--- src/hw/rtl/mqnm_queue.sv ---
// Two-entry queue of finished packet lengths between the loader and the scanner.
// Depends on nothing outside this file.
module mqnm_queue #(
	parameter int W = 11
) (
	input logic clk,
	input logic arst_n,
	input logic push,
	input logic [W-1:0] push_data,
	input logic pop,
	output logic valid,
	output logic [W-1:0] data
);
	logic [1:0][W-1:0] slot_q;
	logic [1:0] fill_q;

	assign valid = fill_q != 2'd0;
	assign data = slot_q[0];

	always_ff @(posedge clk or negedge arst_n) begin
		if (!arst_n) begin
			fill_q <= 2'd0;
		end else begin
			fill_q <= fill_q + {1'b0, push} - {1'b0, pop & valid};
		end
	end

	always_ff @(posedge clk) begin
		if (pop && valid) begin
			if (push && fill_q == 2'd1) begin
				slot_q[0] <= push_data;
			end else begin
				slot_q[0] <= slot_q[1];
			end
			if (push && fill_q == 2'd2) begin
				slot_q[1] <= push_data;
			end
		end else if (push) begin
			slot_q[fill_q[0]] <= push_data;
		end
	end
endmodule

--- config.mk ---
export PLATFORM = sky130hd
export DESIGN_NAME = mqnm_queue
export DESIGN_NICKNAME = d
export VERILOG_FILES = /design/src/hw/rtl/mqnm_queue.sv
export SDC_FILE = /design/constraint.sdc
export NUM_CORES = 1
export LEC_CHECK = 0
export BUFFER_PORTS_ARGS = -buffer_cell sky130_fd_sc_hd__buf_2
export CAP_MARGIN = 0
export CORE_UTILIZATION = 40
export CTS_CLUSTER_DIAMETER = 150
export DETAILED_ROUTE_END_ITERATION = 12
export PLACE_DENSITY = 0.74
export SLEW_MARGIN = 10
export SYNTH_ARGS = -nofsm -noshare
export SYNTH_HDL_FRONTEND = slang
export SYNTH_SLANG_ARGS = --single-unit
--- constraint.sdc ---
create_clock -name clk -period 4 [get_ports clk]
set_input_delay 0.8 -clock clk [delete_from_list [all_inputs] [get_ports clk]]
set_output_delay 0.8 -clock clk [all_outputs]
set_load 0.03 [all_outputs]
* After elaboration in Yosys (flattened, before gate mapping)
Cells that the tools add are included.
** Word-level totals
- Bits in read-only memories :: 0
- Memories kept :: 0
- Output and inout port bits :: 12
- Logic and storage cells :: 25
- Flip-flop bits (word level) :: 24
- Bits in writable memories :: 0
- Input port bits :: 15
- Latch bits :: 0
** Cells by class
- Eq/ne operators :: 3
- Add/subtract/negate cells :: 2
- Muxes and demuxes :: 7
- Reduce and logical (&&, ||, !) cells :: 7
- Divide/modulo/power cells :: 0
- Bitwise operators :: 1
- Shift-type cells :: 0
- Order comparisons :: 2
- $mul :: 0
** Operators by type and width (number)
- $mux W22 :: 2
- $mux W11 :: 3
- $bwmux W22 :: 1
- $demux W11 S1 :: 1
- $logic_and A1 B1 Y1 :: 4
- $reduce_bool A2 Y1 :: 2
- $add A2 B1 Y2 :: 1
- $eq A2 B1 Y1 const B :: 1
- $eq A2 B2 Y1 const B :: 1
- $lt A1 B2 Y1 const B :: 1
- $ne A2 B1 Y1 const B :: 1
- $reduce_and A2 Y1 :: 1
- $sub A2 B1 Y2 :: 1
- $and A1 B1 Y1 :: 1
- $ge A1 B1 Y1 const B :: 1

* Depth between registers and ports, before layout
- Depth after elaboration :: 7
- Gate-level depth with buffers :: 5

* Worst setup path after synthesis
OpenSTA, ideal clock, no wires.
- Kind :: input port to flip-flop
- Start point :: in pop
- End point :: reg slot_q[11] (netlist bit) (enable)
- Arrival time :: 1.941 ns
- Stages on the path :: 3
- Buffers on the path :: 0
- Library setup time :: 0.397 ns
- Path slack :: 1.662 ns
- Path through :: nand2_1 -> ha_1 -> a211oi_1
** Between the ends
- Cells in the longest elaborated chain, start to end :: 3
- Elaborated cells on any way between the ends :: 4
- Classes of those cells :: eq/ne (1); reduce/logical (3)
** RTL lines
- start: declaration :: RTL line 10 : input logic pop,
- $logic_and A1 B1 Y1 (*) :: RTL line 29 : if (pop && valid) begin
- $ne A2 B1 Y1 (no line) or $reduce_bool A2 Y1 (tied branches)
- $reduce_and A2 Y1 (no line) (*)
- end signal: indexed assignment :: RTL line 39 : slot_q[fill_q[0]] <= push_data;
- end: declaration :: RTL line 14 : logic [1:0][W-1:0] slot_q;
Mark *: on every way between the ends. The rest lies on a longest branch, timed or not.
A chain may end at the register's enable or synchronous reset.

* Final worst setup path
- Start point :: reg fill_q[0]
- End point :: out valid
** Between the ends
- Cells in the longest elaborated chain, start to end :: 1
** RTL lines
- start: declaration :: RTL line 15 : logic [1:0] fill_q;
- start signal: assignment :: RTL line 24 : fill_q <= fill_q + {1'b0, push} - {1'b0, pop & valid};
- $reduce_bool A2 Y1 :: RTL line 17 : assign valid = fill_q != 2'd0;
- end: declaration :: RTL line 11 : output logic valid,
No other way between the ends.

==> flow_metrics.py <==
metrics = {
    "outcome": {
        "outcome": "finished, final reports clean",
    },
    "global_routing": {
        "grt_overflow": 0,
        "grt_usage_pct": 12.9,
        "grt_pass1_wl_mm": 2.55,
        "grt_max_degree": 15,
        "grt_pass1_vias": 587,
        "antenna_found_initial": 0,
    },
    "cts": {
        "cts-resized-gates": 0,
        "path_clk_slew_ps": 130,
        "clk_path_buf_depth": 2,
        "cts_buffers": 3,
        "postCtsHoldBufs": 0,
        "clk_latency_ps": 310,
        "cts_tree": "built",
        "clock-root-buffer": "clkbuf_4",
        "cts.sinks": 24,
        "htreeDepth": 1,
        "postCtsSetupBuffers": 0,
    },
    "final_layout": {
        "diodes": 0,
        "final_common_cell": "buf_2",
        "design_area_um2": 1220,
        "drive_gt1_share_pct": 35.9,
        "finalNetCount": 111,
        "final_cell_mix": "buf_2 (26), edfxtp_1 (22), a22o_1 (11), nor2b_1 (10)",
        "syn_to_final_growth_pct": 10.8,
    },
    "timing": {
        "clock.fmax_ghz": 0.477,
        "rsz0062_at_grt": "false",
        "timing.final.ws_setup_ps": 1910,
        "post-route-period-util_pct": 52.4,
        "max-slew-margin-rel_pct": 32.7,
        "finalSetupTns_ps": 0,
        "fin_crit_ps": 2090,
        "slew_viol_final": 0,
        "hold_viol": 0,
        "timing.hold.ws_ps": 247,
        "setup_violations": 0,
        "skew_ps": 7.30,
        "worst_slew_pin_slew_ps": 1010,
    },
    "detailed_routing": {
        "drtIter0Drc": 4,
        "vias": 602,
        "dr.pass1.iters": 4,
        "drc_errors": 0,
        "vias_per_cell": 4.93,
        "avgRoutedWirePerCell_um": 13.7,
        "totalWireLength_mm": 1.67,
        "ant_nets": 0,
    },
    "yosys": {
        "yosysWarnings": 0,
        "synth_cell_types": 19,
        "syn-cell-area_um2": 1100,
        "synth-seq-cells": 24,
        "synth_nets": 94,
        "synthesis.instances": 76,
        "avgSynthCellArea_um2": 14.5,
        "synth_seq_area_share_pct": 64.6,
    },
    "power_and_ir_drop": {
        "pwr_density_cell_nw_per_um2": 817,
        "p_seq_share_pct": 44.3,
        "internal-power_uw": 628,
        "clockPowerShare_pct": 17.5,
        "power_leakage_nw": 0.510,
        "peakVddDrop_mv": 0.418,
        "p_total_uw": 996,
        "power_frac_comb_pct": 38.2,
        "p_sw_uw": 368,
        "p_sw_share_pct": 37.0,
    },
    "die": {
        "pin_count": 27,
        "coreArea_um2": 2540,
        "die-area_um2": 2960,
        "initial_utilization_pct": 43.2,
        "dieWidth_um": 54.4,
        "rows": 18,
        "die_y_um": 54.4,
    },
    "setup_path": {
        "cp.required_ps": 3200,
        "reg2regPathDepth": 4,
        "end_kind": "output pin",
        "crit_fanout": 6,
        "startpoint_type": "flop",
        "cp.arrival_ps": 1290,
        "critPathKind": "reg -> out",
    },
    "flow_run": {
        "maxCapViolCount": 0,
    },
    "placed_design": {
        "place_ws_ps": 1570,
        "portBuffers": 26,
        "dpl.hpwl_mm": 1.23,
        "gp_congestion": 0.627,
        "place_area_um2": 1170,
    },
    "min_path": {
        "hp-class": "in -> async",
    },
}
[sequential cells by signal, summed over array words and instances (netlist names)]
name / count
slot_q: 11
fill_q: 2
data: 11
[layout make-up]
| cell class | instances | area [um^2] |
|---|---|---|
| sequential | 24 | 711 |
| clock inverter | 1 | 30.0 |
| clock buffer | 3 | 22.5 |
| multi-input combinational | 35 | 277 |
| fill | 226 | 1330 |
| inverter | 3 | 11.3 |
| timing repair buffer | 26 | 130 |
| tap | 30 | 37.5 |
[power groups by stage]
stage               Sequential (mW)  Clock [mW]  Combinational [mW]
floorplan                     0.440           0               0.370
global placement              0.444           0               0.374
detailed placement            0.449           0               0.386
CTS                           0.442       0.177               0.387
global route                  0.454       0.189               0.420
finish                        0.441       0.174               0.380
[final timing paths]
path | start | end | slack (ps)
max in group asynchronous | arst_n | fill_q[0]$_DFF_PN0_ | 3660
max | fill_q[0]$_DFF_PN0_ | valid | 1910
min in group clk | slot_q[14]$_DFFE_PP_ | data[3]$_DFFE_PP_ | 560
min reg2reg | slot_q[14]$_DFFE_PP_ | data[3]$_DFFE_PP_ | 560
max reg2reg | fill_q[0]$_DFF_PN0_ | data[10]$_DFFE_PP_ | 1940
min | arst_n | fill_q[1]$_DFF_PN0_ | 250
[metrics by stage]
stage | util, % | std cells
floorplan | - | 76
global placement | 45.8 | 118
detailed placement | 45.8 | 118
CTS | 47.9 | 122
global route | 47.9 | 122
finish | 47.9 | 122
[routing by layer]
layer / wire [um] / track usage [%]
met1: 667 / 13.6
met2: 932 / 24.0
met3: 57 / 1.67
met4: 14 / 7.69
met5: 0 / 0
[cell usage after synthesis]
cell / number / area share (%)
xor2_1: 1 / 0.80
a21boi_1: 1 / 0.68
or2_2: 1 / 0.57
a21oi_1: 2 / 0.91
nor2b_1: 10 / 5.7
buf_4: 12 / 8.2
dfrtp_1: 2 / 4.6
buf_2: 1 / 0.45
a22o_1: 11 / 8.8
a31o_1: 1 / 0.80
buf_6: 1 / 1.0
ha_1: 3 / 3.4
and2b_1: 1 / 0.68
a21oi_2: 1 / 0.80
a211oi_1: 1 / 0.68
edfxtp_1: 22 / 60
inv_1: 3 / 1.0
nand2b_1: 1 / 0.57
nand2_1: 1 / 0.34
[cells by family (layout without fill, tap and decap cells)]
| group | Yosys count | in the layout | synth area share [%] |
|---|---|---|---|
| DFF | 24 | 24 | 64.6 |
| AOI/OAI and AO/OA | 17 | 17 | 12.6 |
| buffers and inverters | 17 | 33 | 10.7 |
| and+or+nand+nor | 14 | 14 | 7.85 |
| adders and majority gates | 3 | 3 | 3.41 |
| xor gates and xnor gates | 1 | 1 | 0.797 |
[worst max-delay path, cell delays in order, from the launching register on]
cell     delay [ps]
dfrtp_1         470
or2_2           330
buf_2           180
Note: power is estimated with default switching activity, not from simulation.
