<file path="src/hw/rtl/mqnm_pkg.sv">
// Shared types and constants of the mDNS query name matcher.
// Used by the loader, the scanner and the top level; depends on nothing.
package mqnm_pkg;

	localparam int DEF_MAX_PACKET_BYTES = 1500;
	localparam int DEF_NAME_CHARS = 32;
	localparam int DEF_STEP_LIMIT = 64;
	localparam int DEF_DECODED_LIMIT = 256;

	localparam int OFF_W = 16;
	localparam int HDR_BYTES = 12;
	localparam int QTYPE_A = 1;
	localparam int QTYPE_ANY = 255;
	localparam int QR_BIT = 7;
	localparam logic [7:0] DOT_CHAR = 8'h2e;

	localparam int CFG_IDX_W = 3;
	localparam int CFG_DATA_W = 64;
	localparam int CFG_NAME_REGS = 4;
	localparam int CFG_CHARS_PER_REG = 8;
	localparam int CFG_NAME_LEN_W = 6;
	localparam logic [CFG_IDX_W-1:0] CFG_NAME_LENGTH = 3'd4;

	typedef enum logic [1:0] {
		V_SHORT = 2'd0,
		V_RESPONSE = 2'd1,
		V_NO_MATCH = 2'd2,
		V_ANSWER = 2'd3
	} verdict_t;

	function automatic logic [7:0] fold_case(input logic [7:0] c);
		fold_case = (c >= 8'h41 && c <= 8'h5a) ? c + 8'd32 : c;
	endfunction

endpackage

</file>
<file path="src/hw/rtl/mqnm_front.sv">
// Loader: takes payload bytes, writes them to the store and queues the length.
// Depends on mqnm_pkg.
module mqnm_front #(
	parameter int MAX_PACKET_BYTES = mqnm_pkg::DEF_MAX_PACKET_BYTES
) (
	input logic clk,
	input logic arst_n,
	input logic in_valid,
	output logic in_ready,
	input logic [7:0] packet_byte,
	input logic last_byte,
	input logic scan_busy,
	input logic queue_empty,
	output logic mem_we,
	output logic [$clog2(MAX_PACKET_BYTES)-1:0] mem_waddr,
	output logic [7:0] mem_wdata,
	output logic push,
	output logic [$clog2(MAX_PACKET_BYTES+1)-1:0] push_len
);
	import mqnm_pkg::*;
	localparam int CNT_W = $clog2(MAX_PACKET_BYTES + 1);
	localparam int AW = $clog2(MAX_PACKET_BYTES);

	logic [CNT_W-1:0] count_q;
	logic accept, room;

	// The store is shared with the scanner, so a new payload waits until it is done.
	assign in_ready = queue_empty && !scan_busy;
	assign accept = in_valid && in_ready;
	assign room = count_q < CNT_W'(MAX_PACKET_BYTES);

	assign mem_we = accept && room;
	assign mem_waddr = count_q[AW-1:0];
	assign mem_wdata = packet_byte;
	assign push = accept && last_byte;
	assign push_len = count_q + {{(CNT_W-1){1'b0}}, room};

	always_ff @(posedge clk or negedge arst_n) begin
		if (!arst_n) begin
			count_q <= '0;
		end else if (accept) begin
			count_q <= last_byte ? '0 : push_len;
		end
	end

`ifndef SYNTHESIS
	a_count_range: assert property (@(posedge clk) disable iff (!arst_n)
		count_q <= CNT_W'(MAX_PACKET_BYTES))
		else $error("byte count beyond store");
	a_no_load_while_scan: assert property (@(posedge clk) disable iff (!arst_n)
		scan_busy |-> !mem_we)
		else $error("store written during a scan");
	a_push_clears: assert property (@(posedge clk) disable iff (!arst_n)
		push |=> count_q == '0)
		else $error("count not cleared after last byte");
`endif
endmodule

</file>
<file path="config.mk">
export PLATFORM = sky130hd
export DESIGN_NAME = mqnm_front
export DESIGN_NICKNAME = d
export VERILOG_FILES = /design/src/hw/rtl/mqnm_pkg.sv /design/src/hw/rtl/mqnm_front.sv
export SDC_FILE = /design/constraint.sdc
export NUM_CORES = 1
export LEC_CHECK = 0
export BUFFER_PORTS_ARGS = -buffer_cell sky130_fd_sc_hd__buf_2
export CAP_MARGIN = 20
export CORE_MARGIN = 10
export CORE_UTILIZATION = 42
export DETAILED_ROUTE_END_ITERATION = 7
export PLACE_DENSITY = 0.78
export SLEW_MARGIN = 20
export SYNTH_ARGS = -nofsm -noshare
export SYNTH_HDL_FRONTEND = slang
export SYNTH_SLANG_ARGS = --single-unit
</file>
<file path="constraint.sdc">
create_clock -name clk -period 2.4 [get_ports clk]
set_input_delay 0.12 -clock clk [delete_from_list [all_inputs] [get_ports clk]]
set_output_delay 0.12 -clock clk [all_outputs]
set_load 0.02 [all_outputs]
</file>
* After elaboration in Yosys (flattened, before gate mapping)
Cells that the tools add are included.
** Word-level totals
- Logic and storage cells :: 9
- Register bits after elaboration :: 11
- Input bits :: 14
** Operators by class
- Order comparisons :: 1
- Add/sub/neg operators :: 1
- Reductions and logical operators :: 5
- Multiplexer cells :: 1
** Operator list (count)
- $add A11 B1 Y11 :: 1
- $lt A11 B11 Y1 const B :: 1
- $mux W11 :: 1
- $logic_and A1 B1 Y1 :: 4
- $logic_not A1 Y1 :: 1

* Logic depth before layout (Yosys ltp)
- Depth in word-level cells :: 4
- Depth in mapped cells :: 9
- Depth with buffers taken out :: 9

* Worst setup path after synthesis
Ideal clock, no wire load.
- Path kind :: register -> register
- Start point :: reg count_q[6] (netlist: mem_waddr[6])
- End point :: reg count_q[4] (netlist: mem_waddr[4])
- Path buffers :: 0
- Cell stages (with the launch flop) :: 10
- Data arrival time :: 2441 ps
- Setup slack :: -117 ps
- Setup time :: 77 ps
- Cell sequence :: dfrtp_1 -> and3_1 -> o21a_1 -> o21ai_1 -> ha_1 -> ha_1 -> nand3_1 -> xnor2_1 -> nand2_1 -> o21ai_1
** Between the ends
- Cells in the longest elaborated chain, start to end :: 3
** RTL lines
- start, declared :: line mqnm_front.sv:24 : logic [CNT_W-1:0] count_q;
- start signal, assigned :: line mqnm_front.sv:42 : count_q <= last_byte ? '0 : push_len;
- $lt A11 B11 Y1 :: line mqnm_front.sv:30 : assign room = count_q < CNT_W'(MAX_PACKET_BYTES);
- $add A11 B1 Y11 :: line mqnm_front.sv:36 : assign push_len = count_q + {{(CNT_W-1){1'b0}}, room};
- named net push_len[4] :: line mqnm_front.sv:18 : output logic [$clog2(MAX_PACKET_BYTES+1)-1:0] push_len
- $mux W11 :: line mqnm_front.sv:42
The timed path passes the listed nets, and every way through them passes these cells.
A chain may end at the register's enable or synchronous reset.

* Worst setup path after layout
- Start point :: reg count_q[8] (netlist: mem_waddr[8])
- End point :: out push_len[10]
** Between the ends
- Cells in the longest elaborated chain, start to end :: 2
** RTL lines (line)
- $lt A11 B11 Y1 :: mqnm_front.sv:30
- $add A11 B1 Y11 * :: mqnm_front.sv:36
- end, declared :: mqnm_front.sv:18
Mark *: on every way between the ends. The rest lies on a longest branch, timed or not.

==> impl_results.md <==
- Max cap viols: 0
- Number of I/O pins: 47
- Final Non-Filler Cells: between 100 and 150
- Ys flop type: dfrtp_1
- CP arrival: 2.19 ns
- Ys Warns: 0
- Crit start category: flop
- Clock sinks: 11
- Clock latency on the worst-skew pair: ~0.28 ns
- Tmin final: 2.31 ns
- Initial cell density of the core: 44.8%
- Core area: between 1500 and 2000 sq um
- Die Width: between 60 and 70 um
- Final period util: 96.2%
- Row count: 15
- Vias in the first global route: 739
- DR vias: 776
- Cells after Synth: a little under 90
- Placed inst area: 941 sq um
- Switching Power: 0.000192 W
- Nets: 138
- Initial antenna violation count: 0
- Routed Antenna Nets: 0
- Worst Path Required: 2.28 ns
- Clock power frac: 25.8%
- Placed Cells: about 140
- Worst Skew: 0.00185 ns
- Rel. slew slack: 64.7%
- First-pass detailed-route iteration total: 4
- Syn Nets: roughly 100
- Kind of critical path: reg2out
- GRT Total Usage: 11.3%
- CP Max Fanout: 4
- CTS max path bufs: 2
- Leakage: ~0.55 nW
- Final Hold Viols: 0
- Number of synthesized flops with an enable pin: 0
- Drt total wl: 2390 um
- Synth top area cells: dfrtp_1, buf_4, xnor2_1, nand4_4, nand2_1
- CTS clk-pin slew, worst paths: 0.07 ns
- Flop and latch count out of synthesis: 11
- Share of layout cells above drive strength 1: 47.1%
- Pint: around 0.00032 W
- Flop pwr share: 42.2%
- Slew Limit Fails: 0
- Yosys top cell area share: approximately a third
- Share of flip-flops with an asynchronous set or reset: 100%
- Ant diodes: 0
- GR Overflow Total: 0
- First-pass GRT wire length: 3670 um
- Syn-to-layout area delta: 32.6%
- Comb pwr share: 32.0%
- Area leader, netlist: dfrtp_1
- Crit. End Element: output port
- Max reg flops: 11
- Tightest Hold Check Type: in2out
- H-tree depth: 1
- PnR worst setup slack: 0.0911 ns
- CTS tree: built
- WL per Instance: 16.4 um
- Largest net degree at the start of global routing: 18
- Power Dens Cells: 496 nW/um^2
- Chip height: 63.2 um
- Synthesized area: 782 sq um
- Net Sw Frac: 37.4%
- GPL Wtd Cong: 0.835
- Die area: 3990 sq um
- Design Power: 0.000514 W
- CTS Buf Count: 3
- Final setup vio count: 0
- Post-synth top cells: dfrtp_1, nand2_1, buf_4, o21ai_1, xnor2_1
- Fmax: 433 MHz
- Drt first-iter violations: 15
- Syn_area_per_cell: 8.99 sq um
- CTS root buf: clkbuf_4
- Sequential element share of the synthesized area: 35.2%
- Reg2Reg Depth: 9
- DP Worst Slack: 0.290 ns
- Slew @ Worst Pin: 0.528 ns
- Cell variety after synth: 26
- Min-Delay Path Depth: 0
- Port bufs: 30
- Cell area after layout: 1040 sq um
- DR vias/cell: 5.32
- DR DRC count: 0
- Outcome: complete, no violations
- Post-DP HPWL: 1750 um
- Peak VDD IR: approximately 0.32 mV
routing by layer:
metal  vias up  global-route usage (%)  wire (um)
met5         -                       0          0
met4         0                    6.15         55
met3         7                    3.71        173
met2        30                    18.4       1160
met1       367                    12.7       1000
li1        372                       -          -
what timing repair did:
item / CTS / global route
gates resized for setup: 1 / 11
pin swaps: 0 / 1
hold endpoints to repair: 11 / 0
setup endpoints to repair: 1 / 6
buffers inserted: 0 / 4
hold buffers: 1 / 0
power groups by stage:
stage | combinational, W | sequential, W | clock [W]
2_1_floorplan | 0.0000953 | 0.000235 | 0
3_3_place_gp | 0.000150 | 0.000220 | 0
3_5_place_dp | 0.000154 | 0.000220 | 0
4_1_cts | 0.000159 | 0.000216 | 0.000135
5_1_grt | 0.000177 | 0.000219 | 0.000147
6_report | 0.000165 | 0.000217 | 0.000133
final cells by class:
| class | instances | area [sq um] |
|---|---|---|
| tap | 25 | 31.3 |
| sequential | 11 | 279 |
| timing repair buffer | 40 | 230 |
| fill | 164 | 708 |
| clock buffer | 4 | 26.3 |
| multi-input combinational | 63 | 459 |
| inverter | 3 | 11.3 |
placed cells by master, fill, tap and decap left out, drive strengths merged:
cell,n
and3,2
a31oi,2
o21bai,1
a22o,1
dlygate4sd3,1
o31ai,3
o21a,1
o21ai,11
a41oi,1
xor2,3
inv,3
nor2b,2
nand2,11
buf,39
ha,2
nor2,3
a21oi,3
o41ai,1
xnor2,6
nand3,4
dfrtp,11
clkbuf,4
and4,2
nand4,2
or3,2
worst paths after layout:
path	startpoint	to	slack (ns)
setup / recovery	mem_waddr[8]$_DFFE_PN0P_	push_len[10]	0.09
hold / removal	packet_byte[1]	mem_wdata[1]	0.24
setup reg to reg	mem_waddr[8]$_DFFE_PN0P_	mem_waddr[10]$_DFFE_PN0P_	0.29
hold reg to reg	mem_waddr[0]$_DFFE_PN0P_	mem_waddr[0]$_DFFE_PN0P_	0.54
max in group asynchronous	arst_n	mem_waddr[4]$_DFFE_PN0P_	1.93
min in group asynchronous	arst_n	mem_waddr[6]$_DFFE_PN0P_	0.25
per-stage QoR:
| stage | hold WS [ns] | TNS [ns] | util [%] |
|---|---|---|---|
| 4_1_cts | 0.240 | 0 | 56.1 |
| 5_1_grt | 0.240 | -0.0139 | 59.4 |
| 2_1_floorplan | -0.176 | 0 | - |
| 3_3_place_gp | 0.00215 | 0 | 53.9 |
| 6_report | 0.240 | 0 | 59.4 |
| 3_5_place_dp | 0.00721 | 0 | 53.9 |
worst max-delay path: stages, from the launching register on:
cell and delay (ns):
dfrtp_2 0.44, and3_2 0.24, o21a_1 0.12, o21ai_2 0.13, ha_2 0.21, ha_2 0.21, buf_4 0.15, nand4_4 0.10
xnor2_2 0.16, buf_4 0.16
cell families (layout without fill, tap and decap cells):
logic type,after synthesis,count (layout),synth area share [%]
simple gates,28,28,21.8
compound gates,24,24,18.7
fa+ha+maj,2,2,3.20
buf+inv,13,47,11.0
flops,11,11,35.2
xor+xnor,9,9,10.1
No activity file was read; power rests on OpenSTA's default activity.
