$ cat src/hw/rtl/mqnm_pkg.sv
// Shared types and constants of the mDNS query name matcher.
// Used by the loader, the scanner and the top level; depends on nothing.
package mqnm_pkg;

	localparam int DEF_MAX_PACKET_BYTES = 1500;
	localparam int DEF_NAME_CHARS = 32;
	localparam int DEF_STEP_LIMIT = 64;
	localparam int DEF_DECODED_LIMIT = 256;

	localparam int OFF_W = 16;
	localparam int HDR_BYTES = 12;
	localparam int QTYPE_A = 1;
	localparam int QTYPE_ANY = 255;
	localparam int QR_BIT = 7;
	localparam logic [7:0] DOT_CHAR = 8'h2e;

	localparam int CFG_IDX_W = 3;
	localparam int CFG_DATA_W = 64;
	localparam int CFG_NAME_REGS = 4;
	localparam int CFG_CHARS_PER_REG = 8;
	localparam int CFG_NAME_LEN_W = 6;
	localparam logic [CFG_IDX_W-1:0] CFG_NAME_LENGTH = 3'd4;

	typedef enum logic [1:0] {
		V_SHORT = 2'd0,
		V_RESPONSE = 2'd1,
		V_NO_MATCH = 2'd2,
		V_ANSWER = 2'd3
	} verdict_t;

	function automatic logic [7:0] fold_case(input logic [7:0] c);
		fold_case = (c >= 8'h41 && c <= 8'h5a) ? c + 8'd32 : c;
	endfunction

endpackage

$ cat src/hw/rtl/mqnm_scan.sv
// Scanner: walks the stored payload as a DNS message and produces the verdict.
// Depends on mqnm_pkg; reads the store through one registered port.
module mqnm_scan #(
	parameter int MAX_PACKET_BYTES = mqnm_pkg::DEF_MAX_PACKET_BYTES,
	parameter int NAME_CHARS = mqnm_pkg::DEF_NAME_CHARS,
	parameter int STEP_LIMIT = mqnm_pkg::DEF_STEP_LIMIT,
	parameter int DECODED_LIMIT = mqnm_pkg::DEF_DECODED_LIMIT
) (
	input logic clk,
	input logic arst_n,
	input logic job_valid,
	input logic [$clog2(MAX_PACKET_BYTES+1)-1:0] job_len,
	output logic job_pop,
	output logic busy,
	input logic [NAME_CHARS-1:0][7:0] host_name,
	input logic [mqnm_pkg::CFG_NAME_LEN_W-1:0] name_length,
	output logic mem_re,
	output logic [$clog2(MAX_PACKET_BYTES)-1:0] mem_raddr,
	input logic [7:0] mem_rdata,
	output logic out_valid,
	input logic out_ready,
	output logic [1:0] verdict
);
	import mqnm_pkg::*;
	localparam int CNT_W = $clog2(MAX_PACKET_BYTES + 1);
	localparam int AW = $clog2(MAX_PACKET_BYTES);
	localparam int STEP_W = $clog2(STEP_LIMIT + 1);
	localparam int DL_W = $clog2(DECODED_LIMIT);
	localparam int HI_W = $clog2(NAME_CHARS);
	localparam int S_W = OFF_W + 1;

	typedef enum logic [10:0] {
		S_IDLE = 11'b00000000001,
		S_HDR2 = 11'b00000000010,
		S_HDR4 = 11'b00000000100,
		S_HDR5 = 11'b00000001000,
		S_QSTART = 11'b00000010000,
		S_NSTEP = 11'b00000100000,
		S_LAB = 11'b00001000000,
		S_PTR = 11'b00010000000,
		S_CHR = 11'b00100000000,
		S_QEND = 11'b01000000000,
		S_TYPE = 11'b10000000000
	} state_t;

	state_t st_q, st_d;
	logic [CNT_W-1:0] n_q, n_d;
	logic [OFF_W-1:0] qleft_q, qleft_d, off_q, off_d, scan_q, scan_d;
	logic [OFF_W-1:0] res_q, res_d, nx_q, nx_d;
	logic [7:0] hi_q, hi_d, lab_q, lab_d, cnt_q, cnt_d;
	logic [STEP_W-1:0] steps_q, steps_d;
	logic [DL_W-1:0] dlen_q, dlen_d;
	logic ptr_q, ptr_d, eq_q, eq_d, hit_q, hit_d, tfirst_q, tfirst_d;
	logic out_valid_q, out_valid_d;
	verdict_t verdict_q, verdict_d;
	logic [OFF_W-1:0] raddr;
	logic [S_W-1:0] n_ext;
	logic [7:0] cmp_char;
	logic char_ok, same;
	logic [OFF_W-1:0] nxt;

	assign n_ext = S_W'(n_q);
	assign busy = st_q != S_IDLE;
	assign out_valid = out_valid_q;
	assign verdict = verdict_q;
	assign mem_raddr = raddr[AW-1:0];

	// Characters are compared in decode order against the host name position.
	assign cmp_char = (st_q == S_LAB) ? DOT_CHAR : mem_rdata;
	assign char_ok = (DL_W + 1)'(dlen_q) < (DL_W + 1)'(name_length)
		&& (DL_W + 1)'(dlen_q) < (DL_W + 1)'(NAME_CHARS)
		&& fold_case(cmp_char) == fold_case(host_name[dlen_q[HI_W-1:0]]);
	assign same = eq_q && name_length != '0
		&& 32'(name_length) <= NAME_CHARS
		&& (DL_W + 1)'(dlen_q) == (DL_W + 1)'(name_length);
	assign nxt = ptr_q ? res_q : scan_q;

	always_comb begin
		st_d = st_q;
		n_d = n_q;
		qleft_d = qleft_q;
		off_d = off_q;
		scan_d = scan_q;
		res_d = res_q;
		nx_d = nx_q;
		hi_d = hi_q;
		lab_d = lab_q;
		cnt_d = cnt_q;
		steps_d = steps_q;
		dlen_d = dlen_q;
		ptr_d = ptr_q;
		eq_d = eq_q;
		hit_d = hit_q;
		tfirst_d = tfirst_q;
		out_valid_d = out_valid_q && !out_ready;
		verdict_d = verdict_q;
		job_pop = 1'b0;
		mem_re = 1'b0;
		raddr = '0;
		unique case (st_q)
			S_IDLE: begin
				if (job_valid && !out_valid_q) begin
					job_pop = 1'b1;
					n_d = job_len;
					if (job_len < CNT_W'(HDR_BYTES)) begin
						verdict_d = V_SHORT;
						out_valid_d = 1'b1;
					end else begin
						mem_re = 1'b1;
						raddr = OFF_W'(2);
						st_d = S_HDR2;
					end
				end
			end
			S_HDR2: begin
				if (mem_rdata[QR_BIT]) begin
					verdict_d = V_RESPONSE;
					out_valid_d = 1'b1;
					st_d = S_IDLE;
				end else begin
					mem_re = 1'b1;
					raddr = OFF_W'(4);
					st_d = S_HDR4;
				end
			end
			S_HDR4: begin
				hi_d = mem_rdata;
				mem_re = 1'b1;
				raddr = OFF_W'(5);
				st_d = S_HDR5;
			end
			S_HDR5: begin
				qleft_d = {hi_q, mem_rdata};
				off_d = OFF_W'(HDR_BYTES);
				hit_d = 1'b0;
				st_d = S_QSTART;
			end
			S_QSTART: begin
				if (qleft_q != '0 && S_W'(off_q) < n_ext) begin
					scan_d = off_q;
					res_d = '0;
					ptr_d = 1'b0;
					steps_d = '0;
					dlen_d = '0;
					eq_d = 1'b1;
					st_d = S_NSTEP;
				end else begin
					verdict_d = hit_q ? V_ANSWER : V_NO_MATCH;
					out_valid_d = 1'b1;
					st_d = S_IDLE;
				end
			end
			S_NSTEP: begin
				if (S_W'(scan_q) < n_ext && steps_q < STEP_W'(STEP_LIMIT)) begin
					mem_re = 1'b1;
					raddr = scan_q;
					st_d = S_LAB;
				end else begin
					st_d = S_QEND;
				end
			end
			S_LAB: begin
				steps_d = steps_q + 1'b1;
				if (mem_rdata[7:6] == 2'b11) begin
					if (S_W'(scan_q) + 1'b1 >= n_ext) begin
						verdict_d = hit_q ? V_ANSWER : V_NO_MATCH;
						out_valid_d = 1'b1;
						st_d = S_IDLE;
					end else begin
						if (!ptr_q) begin
							res_d = scan_q + OFF_W'(2);
						end
						lab_d = mem_rdata;
						mem_re = 1'b1;
						raddr = scan_q + 1'b1;
						st_d = S_PTR;
					end
				end else if (mem_rdata == 8'd0) begin
					scan_d = scan_q + 1'b1;
					st_d = S_QEND;
				end else if (S_W'(scan_q) + 1'b1 + S_W'(mem_rdata) > n_ext
					|| 10'(dlen_q) + 10'(mem_rdata) + 10'd1 >= 10'(DECODED_LIMIT)) begin
					verdict_d = hit_q ? V_ANSWER : V_NO_MATCH;
					out_valid_d = 1'b1;
					st_d = S_IDLE;
				end else begin
					if (dlen_q != '0) begin
						eq_d = eq_q && char_ok;
						dlen_d = dlen_q + 1'b1;
					end
					scan_d = scan_q + 1'b1;
					cnt_d = mem_rdata;
					mem_re = 1'b1;
					raddr = scan_q + 1'b1;
					st_d = S_CHR;
				end
			end
			S_PTR: begin
				scan_d = OFF_W'({lab_q[5:0], mem_rdata});
				ptr_d = 1'b1;
				st_d = S_NSTEP;
			end
			S_CHR: begin
				eq_d = eq_q && char_ok;
				dlen_d = dlen_q + 1'b1;
				scan_d = scan_q + 1'b1;
				cnt_d = cnt_q - 1'b1;
				if (cnt_q > 8'd1) begin
					mem_re = 1'b1;
					raddr = scan_q + 1'b1;
				end else begin
					st_d = S_NSTEP;
				end
			end
			S_QEND: begin
				if (S_W'(nxt) + S_W'(4) > n_ext) begin
					verdict_d = hit_q ? V_ANSWER : V_NO_MATCH;
					out_valid_d = 1'b1;
					st_d = S_IDLE;
				end else begin
					nx_d = nxt;
					tfirst_d = 1'b1;
					mem_re = 1'b1;
					raddr = nxt;
					st_d = S_TYPE;
				end
			end
			S_TYPE: begin
				// Two passes: the high type byte, then the low byte and the decision.
				if (tfirst_q) begin
					hi_d = mem_rdata;
					tfirst_d = 1'b0;
					mem_re = 1'b1;
					raddr = nx_q + 1'b1;
				end else begin
					if (({hi_q, mem_rdata} == 16'(QTYPE_A)
						|| {hi_q, mem_rdata} == 16'(QTYPE_ANY)) && same) begin
						hit_d = 1'b1;
					end
					off_d = nx_q + OFF_W'(4);
					qleft_d = qleft_q - 1'b1;
					st_d = S_QSTART;
				end
			end
			default: begin
				st_d = S_IDLE;
			end
		endcase
	end

	always_ff @(posedge clk or negedge arst_n) begin
		if (!arst_n) begin
			st_q <= S_IDLE;
			out_valid_q <= 1'b0;
		end else begin
			st_q <= st_d;
			out_valid_q <= out_valid_d;
		end
	end

	always_ff @(posedge clk) begin
		n_q <= n_d;
		qleft_q <= qleft_d;
		off_q <= off_d;
		scan_q <= scan_d;
		res_q <= res_d;
		nx_q <= nx_d;
		hi_q <= hi_d;
		lab_q <= lab_d;
		cnt_q <= cnt_d;
		steps_q <= steps_d;
		dlen_q <= dlen_d;
		ptr_q <= ptr_d;
		eq_q <= eq_d;
		hit_q <= hit_d;
		tfirst_q <= tfirst_d;
		verdict_q <= verdict_d;
	end

`ifndef SYNTHESIS
	a_onehot: assert property (@(posedge clk) disable iff (!arst_n) $onehot(st_q))
		else $error("scanner state not one-hot");
	a_out_free: assert property (@(posedge clk) disable iff (!arst_n)
		busy |-> !out_valid_q)
		else $error("scan running while a verdict waits");
	a_steps: assert property (@(posedge clk) disable iff (!arst_n)
		busy && st_q != S_HDR2 && st_q != S_HDR4 && st_q != S_HDR5
		&& st_q != S_QSTART |-> steps_q <= STEP_W'(STEP_LIMIT))
		else $error("step count beyond limit");
	a_pop_start: assert property (@(posedge clk) disable iff (!arst_n)
		job_pop |-> job_valid && !busy)
		else $error("job taken while busy");
`endif
endmodule

$ cat config.mk
export PLATFORM = sky130hd
export DESIGN_NAME = mqnm_scan
export DESIGN_NICKNAME = d
export VERILOG_FILES = /design/src/hw/rtl/mqnm_pkg.sv /design/src/hw/rtl/mqnm_scan.sv
export SDC_FILE = /design/constraint.sdc
export NUM_CORES = 1
export LEC_CHECK = 0
export BUFFER_PORTS_ARGS = -buffer_cell sky130_fd_sc_hd__buf_2
export CAP_MARGIN = 20
export CORE_UTILIZATION = 45
export CTS_BUF_LIST = sky130_fd_sc_hd__clkbuf_16
export CTS_CLUSTER_DIAMETER = 200
export DETAILED_ROUTE_END_ITERATION = 8
export GPL_TIMING_DRIVEN = 0
export PLACE_DENSITY_LB_ADDON = 0.15
export SYNTH_ARGS = -nofsm -noshare
export SYNTH_HDL_FRONTEND = slang
export SYNTH_SLANG_ARGS = --single-unit
$ cat constraint.sdc
create_clock -name clk -period 5.8 [get_ports clk]
set_clock_uncertainty 0.1 [all_clocks]
set_input_delay 0 -clock clk [delete_from_list [all_inputs] [get_ports clk]]
set_output_delay 0 -clock clk [all_outputs]
set_load 0.02 [all_outputs]
[Yosys cells after proc, flatten, opt, wreduce, memory -nomap -nowiden]
Cells that the tools add are included.
Operators by class
  equal/unequal tests: 40
  multiply operators: 0
  magnitude comparators: 17
  divide/modulo/power cells: 0
  shifts and indexed selects: 0
  bitwise logic cells: 2
  reduce and logical (&&, ||, !) cells: 45
  $add $sub $neg: 15
  multiplexer cells: 107
Operator list (number)
  $mux 16: 11
  $mux 11: 14
  $pmux 11 s11: 1
  $mux 8: 14
  $pmux 16 s2: 3
  $pmux 11 s8: 1
  $pmux 16 s4: 1
  $bmux 8 s5: 1
  $gt 17x11->1: 2
  $ne 2x2->1 const B: 17
  $lt 16x11->1: 2
  $mux 1: 32
  $pmux 8 s2: 2
  $pmux 8 s3: 1
  $mux 2: 11
  $mux 10: 2
  $add 16x1->17 const B: 1
  $add 16x3->17 const B: 1
  $add 17x8->17: 1
  $ge 17x11->1: 1
  $add 16x1->16 const B: 1
  $add 16x2->16 const B: 1
  $add 16x3->16 const B: 1
  $add 8x6->8 const B: 2
  66 further kinds: 102
Storage, ports and cells
  memory bits (writable): 0
  bits in latches: 0
  input port bits: 285
  memories: 0
  bits in registers: 146
  bits in read-only memories: 0
  word-level logic and storage cells: 244

[Depth between registers and ports, before layout]
Gate-level depths: netlist (run 1).
  depth after elaboration: 13
  depth in mapped cells: 23

[Worst setup path after synthesis (run 1)]
No wires, ideal clock.
  path kind: reg2reg
  start: register scan_q[1]
  end: register dlen_q[0] (enable)
  data required time: 5.319 ns
  clock period less this slack: 5.424 ns
  arrival time: 4.943 ns
  stages on the path, launching flop included: 23
  slack: 0.376 ns
  setup time: 0.381 ns
  cell sequence: edfxtp_1 ha_1 buf_2 and2_1 clkbuf_1 nand3_1 xnor2_1 ha_1 nand2_1 a21o_1 and2_1 o21ai_0 nand3_1 xnor2_1 ha_1 a211oi_1 nand3_1 o41ai_1 o2111ai_1 nor4_4 nand3_1 a41o_1 a31oi_1
Between the ends
  word-level cells in the longest chain between the ends: 6
RTL lines
  from (decl): RTL line mqnm_scan.sv:48  | logic [OFF_W-1:0] qleft_q, qleft_d, off_q, off_d, scan_q, scan_d;
  from (signal assigned): RTL line mqnm_scan.sv:265  | scan_q <= scan_d;
  $add 16x1->17: RTL line mqnm_scan.sv:181  | end else if (S_W'(scan_q) + 1'b1 + S_W'(mem_rdata) > n_ext
  $add 17x8->17: RTL line mqnm_scan.sv:181
  $gt 17x11->1: RTL line mqnm_scan.sv:181
  $logic_or 1x1->1: RTL line mqnm_scan.sv:182  | || 10'(dlen_q) + 10'(mem_rdata) + 10'd1 >= 10'(DECODED_LIMIT)) begin
  $ne 2x2->1 (no line)
  $reduce_and 6->1 (no line)
  to (signal assigned): RTL line mqnm_scan.sv:272  | dlen_q <= dlen_d;
  to (decl): RTL line mqnm_scan.sv:52  | logic [DL_W-1:0] dlen_q, dlen_d;
Every way passes these cells.
A chain may end at the register's enable or synchronous reset.

[Worst setup path in the final report (run 1)]
  start: register scan_q[1]
  end: output port mem_raddr[2]
Between the ends
  word-level cells in the longest chain between the ends: 8
  elaborated cells on any way between the ends: 19
RTL lines
  $add 16x1->17: RTL line mqnm_scan.sv:165, mqnm_scan.sv:181
  $add 17x8->17: RTL line mqnm_scan.sv:181
  $gt 17x11->1: RTL line mqnm_scan.sv:181
  $logic_or 1x1->1: RTL line mqnm_scan.sv:182
  $mux 11: RTL line mqnm_scan.sv:181
  $mux 11: RTL line mqnm_scan.sv:178  | end else if (mem_rdata == 8'd0) begin
  $mux 11: RTL line mqnm_scan.sv:164  | if (mem_rdata[7:6] == 2'b11) begin
  $pmux 11 s8 (*): RTL line mqnm_scan.sv:100  | unique case (st_q)
  to (decl): RTL line mqnm_scan.sv:18  | output logic [$clog2(MAX_PACKET_BYTES)-1:0] mem_raddr,
Mark *: on every way between the ends. The rest lies on a longest branch, timed or not.

==> qor.yml, run 1 <==
placement:
  dp.cells: 1946
  io_buffers: 301
  place.gp.congestion: 0.984
  hpwl_um: 39400
  dpl_cell_area_mm2: 0.0148
  dpl_worst_slack_ps: -1330
job:
  max_cap_viol_count: 0
cts:
  numCtsBuffers: 17
  cts_tree: "built"
  clkSinkCount: 146
  worst_skew_pair.late_latency_ps: 450
  clk_path_buf_depth: 2
  root_buffer: "clkbuf_16"
  clkTransAtPathRegs_ps: 70
  h-tree-depth: 4
sta:
  timing.hold.ws_ps: 143
  drv_slew: 0
  worst_slack_ps: 17.5
  tightest_slew_ps: 1280
  finalSetupViolations: 0
  fin_crit_sh_pct: 99.7
  max-slew-margin-rel_pct: 13.5
  min_period_ps: 5780
  setup_tns_ps: 0
  rsz0062_at_grt: "yes"
  max_freq_ghz: 0.173
  hold_viol_final: 0
cells_and_area:
  nFillCells: 2401
  final_nets: 2014
  final_area_mm2: 0.0164
  final_util_pct: 58.7
  multiInputGateArea_mm2: 0.00833
  areaGrowthSynthToFinish_pct: 28.0
  layout.cells.non_filler: 2031
  seq_area_mm2: 0.00433
  drive_above_1_share_pct: 33.2
worst_setup_path:
  end_kind: "primary output"
  critPathLaunchType: "flop"
  crit_start: "scan_q[1]"
  rr_worst_depth: 24
  r2r_slack_ps: 140
  cp_max_fo: 5
  cp.arrival_ps: 5680
  crit_type: "flop to primary output"
  reg2reg_to: "dlen_q[7]"
  critPathCapture: "mem_raddr[2]"
  r2r-start: "scan_q[1]"
  cp.required_ps: 5700
power_and_ir_drop:
  p_leak_nw: 7.12
  power.total_mw: 3.04
  ir_drop_mv: 0.230
  p_per_area_mw_per_mm2: 186
yosys:
  synth_cell_types: 90
  netlist_top_cells_area: "edfxtp_1 (32%), mux4_2 (10%), ha_1 (8.9%)"
  synth_top_area_share_pct: 31.5
  async_flop_share_pct: 8.22
  syn_nets: 1642
  yosys.area.top_type: "edfxtp_1"
  synth_edf_count: 134
  synth-seq-cells: 146
  synth_seq_area_share_pct: 33.9
  yosysMostFrequentCell: "edfxtp_1"
  yosys_warnings: 0
  netlist_area_mm2: 0.0128
  syn_area_per_cell_um2: 10.1
  syn_inst: 1265
  synth_ff_type: "edfxtp_1"
  yosys-top-cells-count: "edfxtp_1 (134), nand2_1 (118), nor2_1 (107)"
grt:
  grt_remaining_overflow: 0
  grt_pass1_vias: 11733
  gr-usage-all-layers_pct: 34.0
  antenna_found_initial: 4
  grt_max_degree: 26
  grt_pass1_wl_um: 71100
detailed_routing:
  vias: 12459
  avgViaCountPerCell: 6.13
  final_antenna_net_count: 0
  detail_route.first_pass.iterations: 5
  wl_per_cell_um: 24.8
  drtIter0Drc: 1218
  wl_um: 50300
  drc_errors: 0
die:
  ioPinCount: 302
  start_util_pct: 45.8
  die_h_um: 170
  die_x_um: 170
  rows: 61
  die_area_mm2: 0.0291
  fp.coreArea_mm2: 0.0279
status:
  status: "finished, final reports clean"
worst_hold_path:
  holdPathStages: 5
  hp-class: "input port to flop"
[repair_timing]
item	4_1_cts	5_1_grt
resized for setup	37	56
endpoints found under the setup margin	50	39
pin swaps	4	29
setup buffers	6	21
hold buffers	24	0
hold endpoints to repair	42	0
[worst min path at each step]
stage / start / to / slack (ps)
finish: name_length[5] / hit_q / 140
global route: name_length[5] / hit_q / 180
CTS: name_length[5] / hit_q / 140
detailed placement: arst_n / out_valid / -200
global placement: arst_n / out_valid / -200
floorplan: arst_n / out_valid / -400
[state kept, by name (all words and copies together) (netlist names), 2 cells and up]
| signal | flops |
|---|---|
| st_q | 11 |
| steps_q | 7 |
| verdict | 2 |
| res_q | 16 |
| cnt_q | 8 |
| dlen_q | 8 |
| scan_q | 16 |
| hi_q | 8 |
| lab_q | 6 |
| qleft_q | 16 |
| off_q | 16 |
| n_q | 11 |
| nx_q | 16 |
[area by class of cell]
class                      count  share of cell area [%]
multi-input combinational    997                    50.9
sequential                   146                    26.5
timing repair buffer         354                    12.4
tap                          378                    2.89
clock buffer                  17                    2.60
buffer                        70                    2.35
inverter                      51                    1.19
clock inverter                15                    1.10
antenna                        3                  0.0459
[kinds of logic (layout without fill, tap and decap cells)]
kind of cell    Yosys count  count (layout)  synth area share (%)
xor+xnor                 95              95                  6.62
mux                     104             104                  14.1
buf+inv                 122             507                  4.33
fa+ha+maj                92              92                  9.07
other cells               0               3                     0
compound gates          253             253                  14.1
flops                   146             146                  33.9
simple gates            453             453                  17.9
[worst max-delay path, stage by stage (launching register included)]
cell	delay, ps
edfxtp_1	530
ha_2	280
buf_6	120
and2_4	150
nand3_4	120
xnor2_4	250
ha_4	250
buf_4	130
a21o_1	150
a21o_1	160
a21oi_2	110
o31a_1	210
nor2_2	70
xnor2_1	150
ha_2	210
a211oi_4	250
nand3_2	130
o41ai_4	410
o2111ai_2	200
nor4_4	230
buf_4	180
buf_4	120
nand3_4	80
and2_4	240
o311ai_4	310
buf_6	170
[metal layers]
layer	track usage (%)	vias to the layer above	part of all wire (%)
met5	0	-	0.036
met4	14.2	2	3.6
met3	8.65	90	10
met2	53.0	736	46
met1	44.7	6051	40
li1	-	5580	-
[placed cells by master, fill, tap and decap left out, types with 8 or more instances in the layout]
cell / n
mux4_2: 59
xnor2_1: 49
buf_2: 315
buf_6: 18
o21ai_0: 56
nand2b_1: 13
or3_1: 10
clkbuf_1: 27
mux2i_1: 27
nor4_1: 14
nand4_1: 19
a221o_1: 9
nor3_1: 24
o21a_1: 8
nand2_1: 113
nand3_1: 47
a22oi_1: 10
inv_1: 48
buf_4: 29
nor2b_1: 20
nor2_1: 103
and2_1: 8
o22ai_1: 10
a221oi_1: 8
edfxtp_1: 134
a21o_1: 24
mux2_2: 17
dfrtp_1: 11
xor2_1: 39
and3_1: 15
ha_1: 84
a21oi_1: 34
clkbuf_16: 17
o21ai_1: 10
or4_1: 9
dlygate4sd3_1: 24
[power by group]
part,switching [mW],internal (mW),total (mW)
logic,0.379,0.298,0.677
registers,0.0195,1.18,1.20
clock network,0.546,0.620,1.17
Power figures use the tool's default switching activity.
==> run 2: changes to the inputs <==
==> constraint.sdc (replaced) <==
create_clock -name clk -period 6.5 [get_ports clk]
set_clock_uncertainty 0.1 [all_clocks]
set_input_delay 0 -clock clk [delete_from_list [all_inputs] [get_ports clk]]
set_output_delay 0 -clock clk [all_outputs]
set_load 0.02 [all_outputs]
==> run 2 against run 1 <==
Power fell by 11%. Sequential share of layout area rose by 0.87 points. First-iteration DRC count rose by 6.9%. Flip-flop and latch count did not move. Design area fell by 3.2%. Critical path depth fell by 1. Clock-buffer cell count did not move. Worst hold slack got worse by 6.1 ps. Register-to-register slack improved by 130 ps.
==> qor.yml, run 2 (synthesized netlist as in run 1, its figures left out) <==
status:
  status: "finished, final reports clean"
sta:
  drv_slew: 0  # unchanged
  worst_slack_ps: 270  # +252 ps
  max-slew-margin-rel_pct: 17.0  # +3.4 points
  finalSetupViolations: 0  # unchanged
  min_period_ps: 6230
  timing.hold.ws_ps: 137  # -6.14 ps
  fin_crit_sh_pct: 95.9
  max_freq_ghz: 0.161
  hold_viol_final: 0  # unchanged
  rsz0062_at_grt: "no"
  tightest_slew_ps: 1230  # -50.9 ps
grt:
  grt_max_degree: 26  # unchanged
  grt_remaining_overflow: 0  # unchanged
  gr-usage-all-layers_pct: 33.9  # -0.063 points
  antenna_found_initial: 5  # +1
  grt_pass1_vias: 11680  # -0.45%
  grt_pass1_wl_um: 70900  # -0.34%
cts:
  cts_tree: "built"
  clk_path_buf_depth: 2  # unchanged
  h-tree-depth: 4  # unchanged
  numCtsBuffers: 17  # unchanged
  root_buffer: "clkbuf_16"
  worst_skew_pair.late_latency_ps: 450  # about the same
  clkSinkCount: 146  # unchanged
  clkTransAtPathRegs_ps: 70  # about the same
worst_setup_path:
  r2r_slack_ps: 270  # +130 ps
  max_stage_delay_ps: 580  # +50 ps
  critPathLaunchType: "flop"
  path_cells: "ha_1 > buf_2 > nand2_1 > nor2_1 > nand2_1 > xor2_2 > inv_1 > ha_1 > nand2_1 > o21ai_1 > nand3_1 > xnor2_1 > ha_1 > a211oi_2 > nand3_1 > o41ai_4 > o2111ai_1 > nor4_4 > buf_4 > buf_4 > a211oi_2 > a2111oi_2 > nand3_1 > dlygate4sd3_1"
  rr_worst_depth: 24  # unchanged
  cp_max_fo: 8  # +3
  critical_path_buf_inv_count: 5  # unchanged
  cp_slowest_cell: "dlygate4sd3_1"
  r2r-start: "scan_q[1]"
  end_kind: "flop"
  path_delay_family: "compound AO/OA/AOI/OAI gates"
  crit_type: "flop to flop"
  cp.required_ps: 6730  # +1030 ps
  reg2reg_to: "out_valid"
  cp.arrival_ps: 6460  # +780 ps
worst_hold_path:
  holdCritStartpoint: "name_length[5]"
  hp-class: "input port to flop"
  holdPathStages: 5  # unchanged
  holdPathEnd: "hit_q"
cells_and_area:
  seq_area_mm2: 0.00433  # unchanged
  drive_above_1_share_pct: 30.2  # -3.0 points
  final_cell_mix: "buf_2 (326), edfxtp_1 (134), nand2_1 (118)"
  multiInputGateArea_mm2: 0.00802  # -3.7%
  final_nets: 1994  # -0.99%
  areaGrowthSynthToFinish_pct: 23.9
  layout.cells.non_filler: 2013  # -0.89%
  final_common_cell: "buf_2"
  nFillCells: 2474  # +3.0%
die:
  fp.coreArea_mm2: 0.0279  # unchanged
  start_util_pct: 45.8  # unchanged
  ioPinCount: 302  # unchanged
  die_area_mm2: 0.0291  # unchanged
  die_h_um: 170  # unchanged
  die_x_um: 170  # unchanged
  rows: 61  # unchanged
placement:
  dpl_worst_slack_ps: -628  # +700 ps
  hpwl_um: 39400  # unchanged
  place.gp.congestion: 0.984  # unchanged
  dp.cells: 1946  # unchanged
  io_buffers: 301  # unchanged
power_and_ir_drop:
  p_per_area_mw_per_mm2: 170  # -8.5%
  p_leak_nw: 6.94  # -2.5%
  power.total_mw: 2.69  # -11%
  ir_drop_mv: 0.203  # -12%
detailed_routing:
  vias: 12312  # -1.2%
  final_antenna_net_count: 0  # unchanged
  wl_per_cell_um: 24.7  # -0.23%
  drtIter0Drc: 1302  # +6.9%
  detail_route.first_pass.iterations: 5  # unchanged
  drc_errors: 0  # unchanged
  wl_um: 49700  # -1.1%
  avgViaCountPerCell: 6.12  # -0.30%
job:
  max_cap_viol_count: 0  # unchanged
run 2: layout make-up:
| cell class | instances | area share [%] |
|---|---|---|
| Antenna cell | 5 | 0.0791 |
| Buffer | 70 | 2.26 |
| Clock buffer | 17 | 2.69 |
| Clock inverter | 15 | 1.14 |
| Inverter | 51 | 1.21 |
| Multi-Input combinational cell | 997 | 50.7 |
| Sequential cell | 146 | 27.3 |
| Tap cell | 378 | 2.99 |
| Timing Repair Buffer | 334 | 11.6 |
run 2: how the worst max path moves through the flow:
stage / startpoint / endpoint / cells after the start
6_report: scan_q[1] / out_valid / 24
5_1_grt: scan_q[1] / mem_raddr[1] / 24
4_1_cts: scan_q[0] / mem_raddr[2] / 22
3_5_place_dp: scan_q[1] / dlen_q[5] / 22
3_3_place_gp: scan_q[1] / dlen_q[5] / 22
2_1_floorplan: scan_q[1] / dlen_q[0] / 22
run 2: stage by stage:
stage / cell area (um2) / setup TNS [ps] / utilization (%)
floorplan: 12800 / 0 / -
global placement: 14800 / -7720 / 52.9
detailed placement: 14800 / -9680 / 53.2
CTS: 15700 / 0 / 56.5
global route: 15800 / 0 / 56.8
finish: 15800 / 0 / 56.8
run 2: timing repair:
action / 4_1_cts / 5_1_grt
setup endpoints to repair: 37 / 40
setup buffers: 3 / 3
cloned: 0 / 0
endpoints found under the hold margin: 42 / 0
hold buffers: 25 / 0
pin swaps: 1 / 2
gates resized for setup: 6 / 11
run 2: power by group:
| group | total (mW) | switching [mW] | leakage, nW | internal (mW) |
|---|---|---|---|---|
| logic | 0.585 | 0.329 | 5.22 | 0.256 |
| clock network | 1.04 | 0.487 | 0.292 | 0.554 |
| registers | 1.07 | 0.0175 | 1.43 | 1.05 |
run 2: worst register-to-register path, cell delays in order, from the launching register on:
cell	delay (ps)
edfxtp_1	420
ha_1	200
buf_2	220
nand2_1	210
nor2_1	280
nand2_1	150
xor2_2	340
inv_1	150
ha_1	330
nand2_1	90
o21ai_1	210
nand3_1	120
xnor2_1	160
ha_1	320
a211oi_2	250
nand3_1	160
o41ai_4	340
o2111ai_1	230
nor4_4	240
buf_4	180
buf_4	130
a211oi_2	90
a2111oi_2	480
nand3_1	140
dlygate4sd3_1	580
run 2: routing by layer:
layer	vias up	wire [um]	global-route usage (%)
met5	-	18	0
met4	2	1980	14.4
met3	101	5140	8.65
met2	704	22700	52.9
met1	5966	19900	44.6
li1	5539	-	-
==> run 3: changes to the inputs <==
--- a/config.mk
+++ b/config.mk
@@ -12,7 +12,8 @@
 export CTS_CLUSTER_DIAMETER = 200
 export DETAILED_ROUTE_END_ITERATION = 8
 export GPL_TIMING_DRIVEN = 0
-export PLACE_DENSITY_LB_ADDON = 0.15
+export PLACE_DENSITY = 0.73
+export RECOVER_POWER = 25
 export SYNTH_ARGS = -nofsm -noshare
 export SYNTH_HDL_FRONTEND = slang
 export SYNTH_SLANG_ARGS = --single-unit
==> run 3 against run 2 <==
Die area did not move. Combinational power is essentially flat. Fmax down 2.5%. Worst hold slack improved by 28 ps. Clock power down 6%. Non-clock buffer count down 2. Sequential power about the same. First-iteration DRC count up 32%. Setup slack got worse by 160 ps. Critical path type is now flop to primary output.
==> qor.yml, run 3 (synthesized netlist as in run 1, its figures left out) <==
placement:
  place.gp.congestion: 1.02  # +3.7%
  io_buffers: 301  # unchanged
  dp.cells: 1947  # +0.051%
  hpwl_um: 41800  # +6.0%
grt:
  gr-usage-all-layers_pct: 36.2  # +2.3 points
  grt_remaining_overflow: 0  # unchanged
  antenna_found_initial: 9  # +4
  grt_max_degree: 26  # unchanged
  grt_pass1_wl_um: 75600  # +6.7%
  grt_pass1_vias: 12205  # +4.5%
worst_setup_path:
  end_kind: "primary output"
  cp.arrival_ps: 6290  # -170 ps
  cp.required_ps: 6400  # -330 ps
  critPathCapture: "mem_raddr[6]"
  reg2reg_to: "dlen_q[6]"
  r2r-start: "scan_q[1]"
  critPathLaunchType: "flop"
  cp_max_fo: 10  # +2
  r2r_slack_ps: 150  # -120 ps
  rr_worst_depth: 21  # -13%
  crit_type: "flop to primary output"
  crit_start: "scan_q[1]"
cells_and_area:
  areaGrowthSynthToFinish_pct: 23.3
  final_common_cell: "buf_2"
  drive_above_1_share_pct: 28.6  # -1.6 points
  final_util_pct: 56.5  # -0.28 points
  layout.cells.non_filler: 2015  # +0.099%
  final_nets: 1992  # -0.10%
  final_cell_mix: "buf_2 (305), edfxtp_1 (134), nand2_1 (117)"
  nFillCells: 2483  # +0.36%
power_and_ir_drop:
  ir_drop_mv: 0.196  # -3.5%
  p_per_area_mw_per_mm2: 167  # -2.1%
  power.total_mw: 2.62  # -2.6%
  clock_power_share_pct: 37.1  # -1.5 points
  p_int_mw: 1.80  # -2.9%
  p_leak_nw: 6.86  # -1.2%
  p_sw_uw: 819  # -1.8%
  power_frac_seq_pct: 40.7  # +1.1 points
  combPwrFrac_pct: 22.2  # +0.5 points
  switching_share_pct: 31.2  # +0.25 points
cts:
  clk_path_buf_depth: 2  # unchanged
  clkSinkCount: 146  # unchanged
  h-tree-depth: 4  # unchanged
  root_buffer: "clkbuf_16"
  numCtsBuffers: 17  # unchanged
  worst_skew_pair.late_latency_ps: 450  # about the same
  cts_tree: "built"
  clkTransAtPathRegs_ps: 70  # about the same
detailed_routing:
  route.met3.wl_um: 6600  # +29%
  highest_layer: "met4"
  detail_route.first_pass.iterations: 7  # +2
  wl_um: 52800  # +6.1%
  drtIter0Drc: 1724  # +32%
  avgViaCountPerCell: 6.35  # +3.9%
  vias: 12805  # +4.0%
  wl_met1_um: 19400  # -2.3%
  final_antenna_net_count: 0  # unchanged
  drc_errors: 0  # unchanged
  met2WireLength_um: 24100  # +6.0%
  wl_per_cell_um: 26.2  # +6.0%
die:
  die_x_um: 170  # unchanged
  rows: 61  # unchanged
  start_util_pct: 45.8  # unchanged
  die_h_um: 170  # unchanged
  ioPinCount: 302  # unchanged
  fp.coreArea_mm2: 0.0279  # unchanged
  die_area_mm2: 0.0291  # unchanged
sta:
  min_period_ps: 6390  # +159 ps
  hold_viol_final: 0  # unchanged
  max_freq_ghz: 0.157  # -2.5%
  fin_crit_sh_pct: 98.3  # +2.4 points
  tightest_slew_ps: 965  # -263 ps
  drv_slew: 0  # unchanged
  finalSetupViolations: 0  # unchanged
  setup_tns_ps: 0  # unchanged
  max-slew-margin-rel_pct: 35.6  # +19 points
status:
  status: "finished, final reports clean"
worst_hold_path:
  hp-class: "input port to flop"
  holdCritStartpoint: "name_length[5]"
job:
  max_cap_viol_count: 0  # unchanged
-- run 3: per-layer routing --
layer,global-route usage [%],vias up
met3,11.1,158
met2,56.5,885
li1,-,5537
met1,45.2,6225
met5,0,-
met4,18.7,0
-- run 3: worst max-delay path: stages (launching register included) --
cell and delay [ps]:
edfxtp_1 510, ha_1 230, buf_2 200, nand3_1 180, buf_2 380, xnor2_2 200, ha_1 390, nand2_1 80
a21o_1 160, and2_1 160, o21ai_1 240, nand3_1 130, xnor2_1 170, ha_1 320, a211oi_2 220, nand3_1 130
o41ai_1 340, o2111ai_1 210, nor4_4 410, nand3_2 230, and2_2 310, o311ai_2 360, buf_2 240
-- run 3: how the worst min path moves through the flow --
stage                           end  cells past startpoint
final                         hit_q                      5
after detailed placement  out_valid                      1
after floorplan           out_valid                      0
after global placement    out_valid                      1
after CTS                     hit_q                      5
after global routing         n_q[7]                      2
-- run 3: area by class of cell --
type	instances	area [um2]	share of cell area, %
Timing Repair Buffer	332	1800	11.4
Antenna cell	9	22.5	0.143
Inverter	51	191	1.22
Tap cell	378	473	3.00
Sequential cell	146	4330	27.5
Multi-Input combinational cell	997	8020	50.9
Clock buffer	17	425	2.70
Clock inverter	15	139	0.882
Buffer	70	358	2.27
-- run 3: power groups by stage --
stage | clock network [mW] | registers, mW | logic, mW
after global routing | 1.00 | 1.07 | 0.624
after floorplan | 0 | 1.09 | 0.299
after global placement | 0 | 1.09 | 0.534
final | 0.973 | 1.07 | 0.583
after CTS | 0.965 | 1.07 | 0.569
after detailed placement | 0 | 1.09 | 0.553
-- run 3: what timing repair did --
| item | in CTS | in global routing |
|---|---|---|
| pin swaps | 1 | 3 |
| setup buffers | 2 | 2 |
| hold endpoints to repair | 47 | 0 |
| setup endpoints to repair | 47 | 39 |
| gates resized for setup | 12 | 10 |
| hold buffers | 24 | 0 |
| gates cloned | 0 | 0 |
-- run 3: metrics by stage --
step | area [um2] | hold slack, ps | setup WS, ps
after floorplan | 12800 | -396 | 1080
after global placement | 14800 | -194 | -970
after detailed placement | 14800 | -190 | -959
after CTS | 15700 | 138 | 24.8
after global routing | 15700 | 183 | -11.2
final | 15800 | 166 | 111
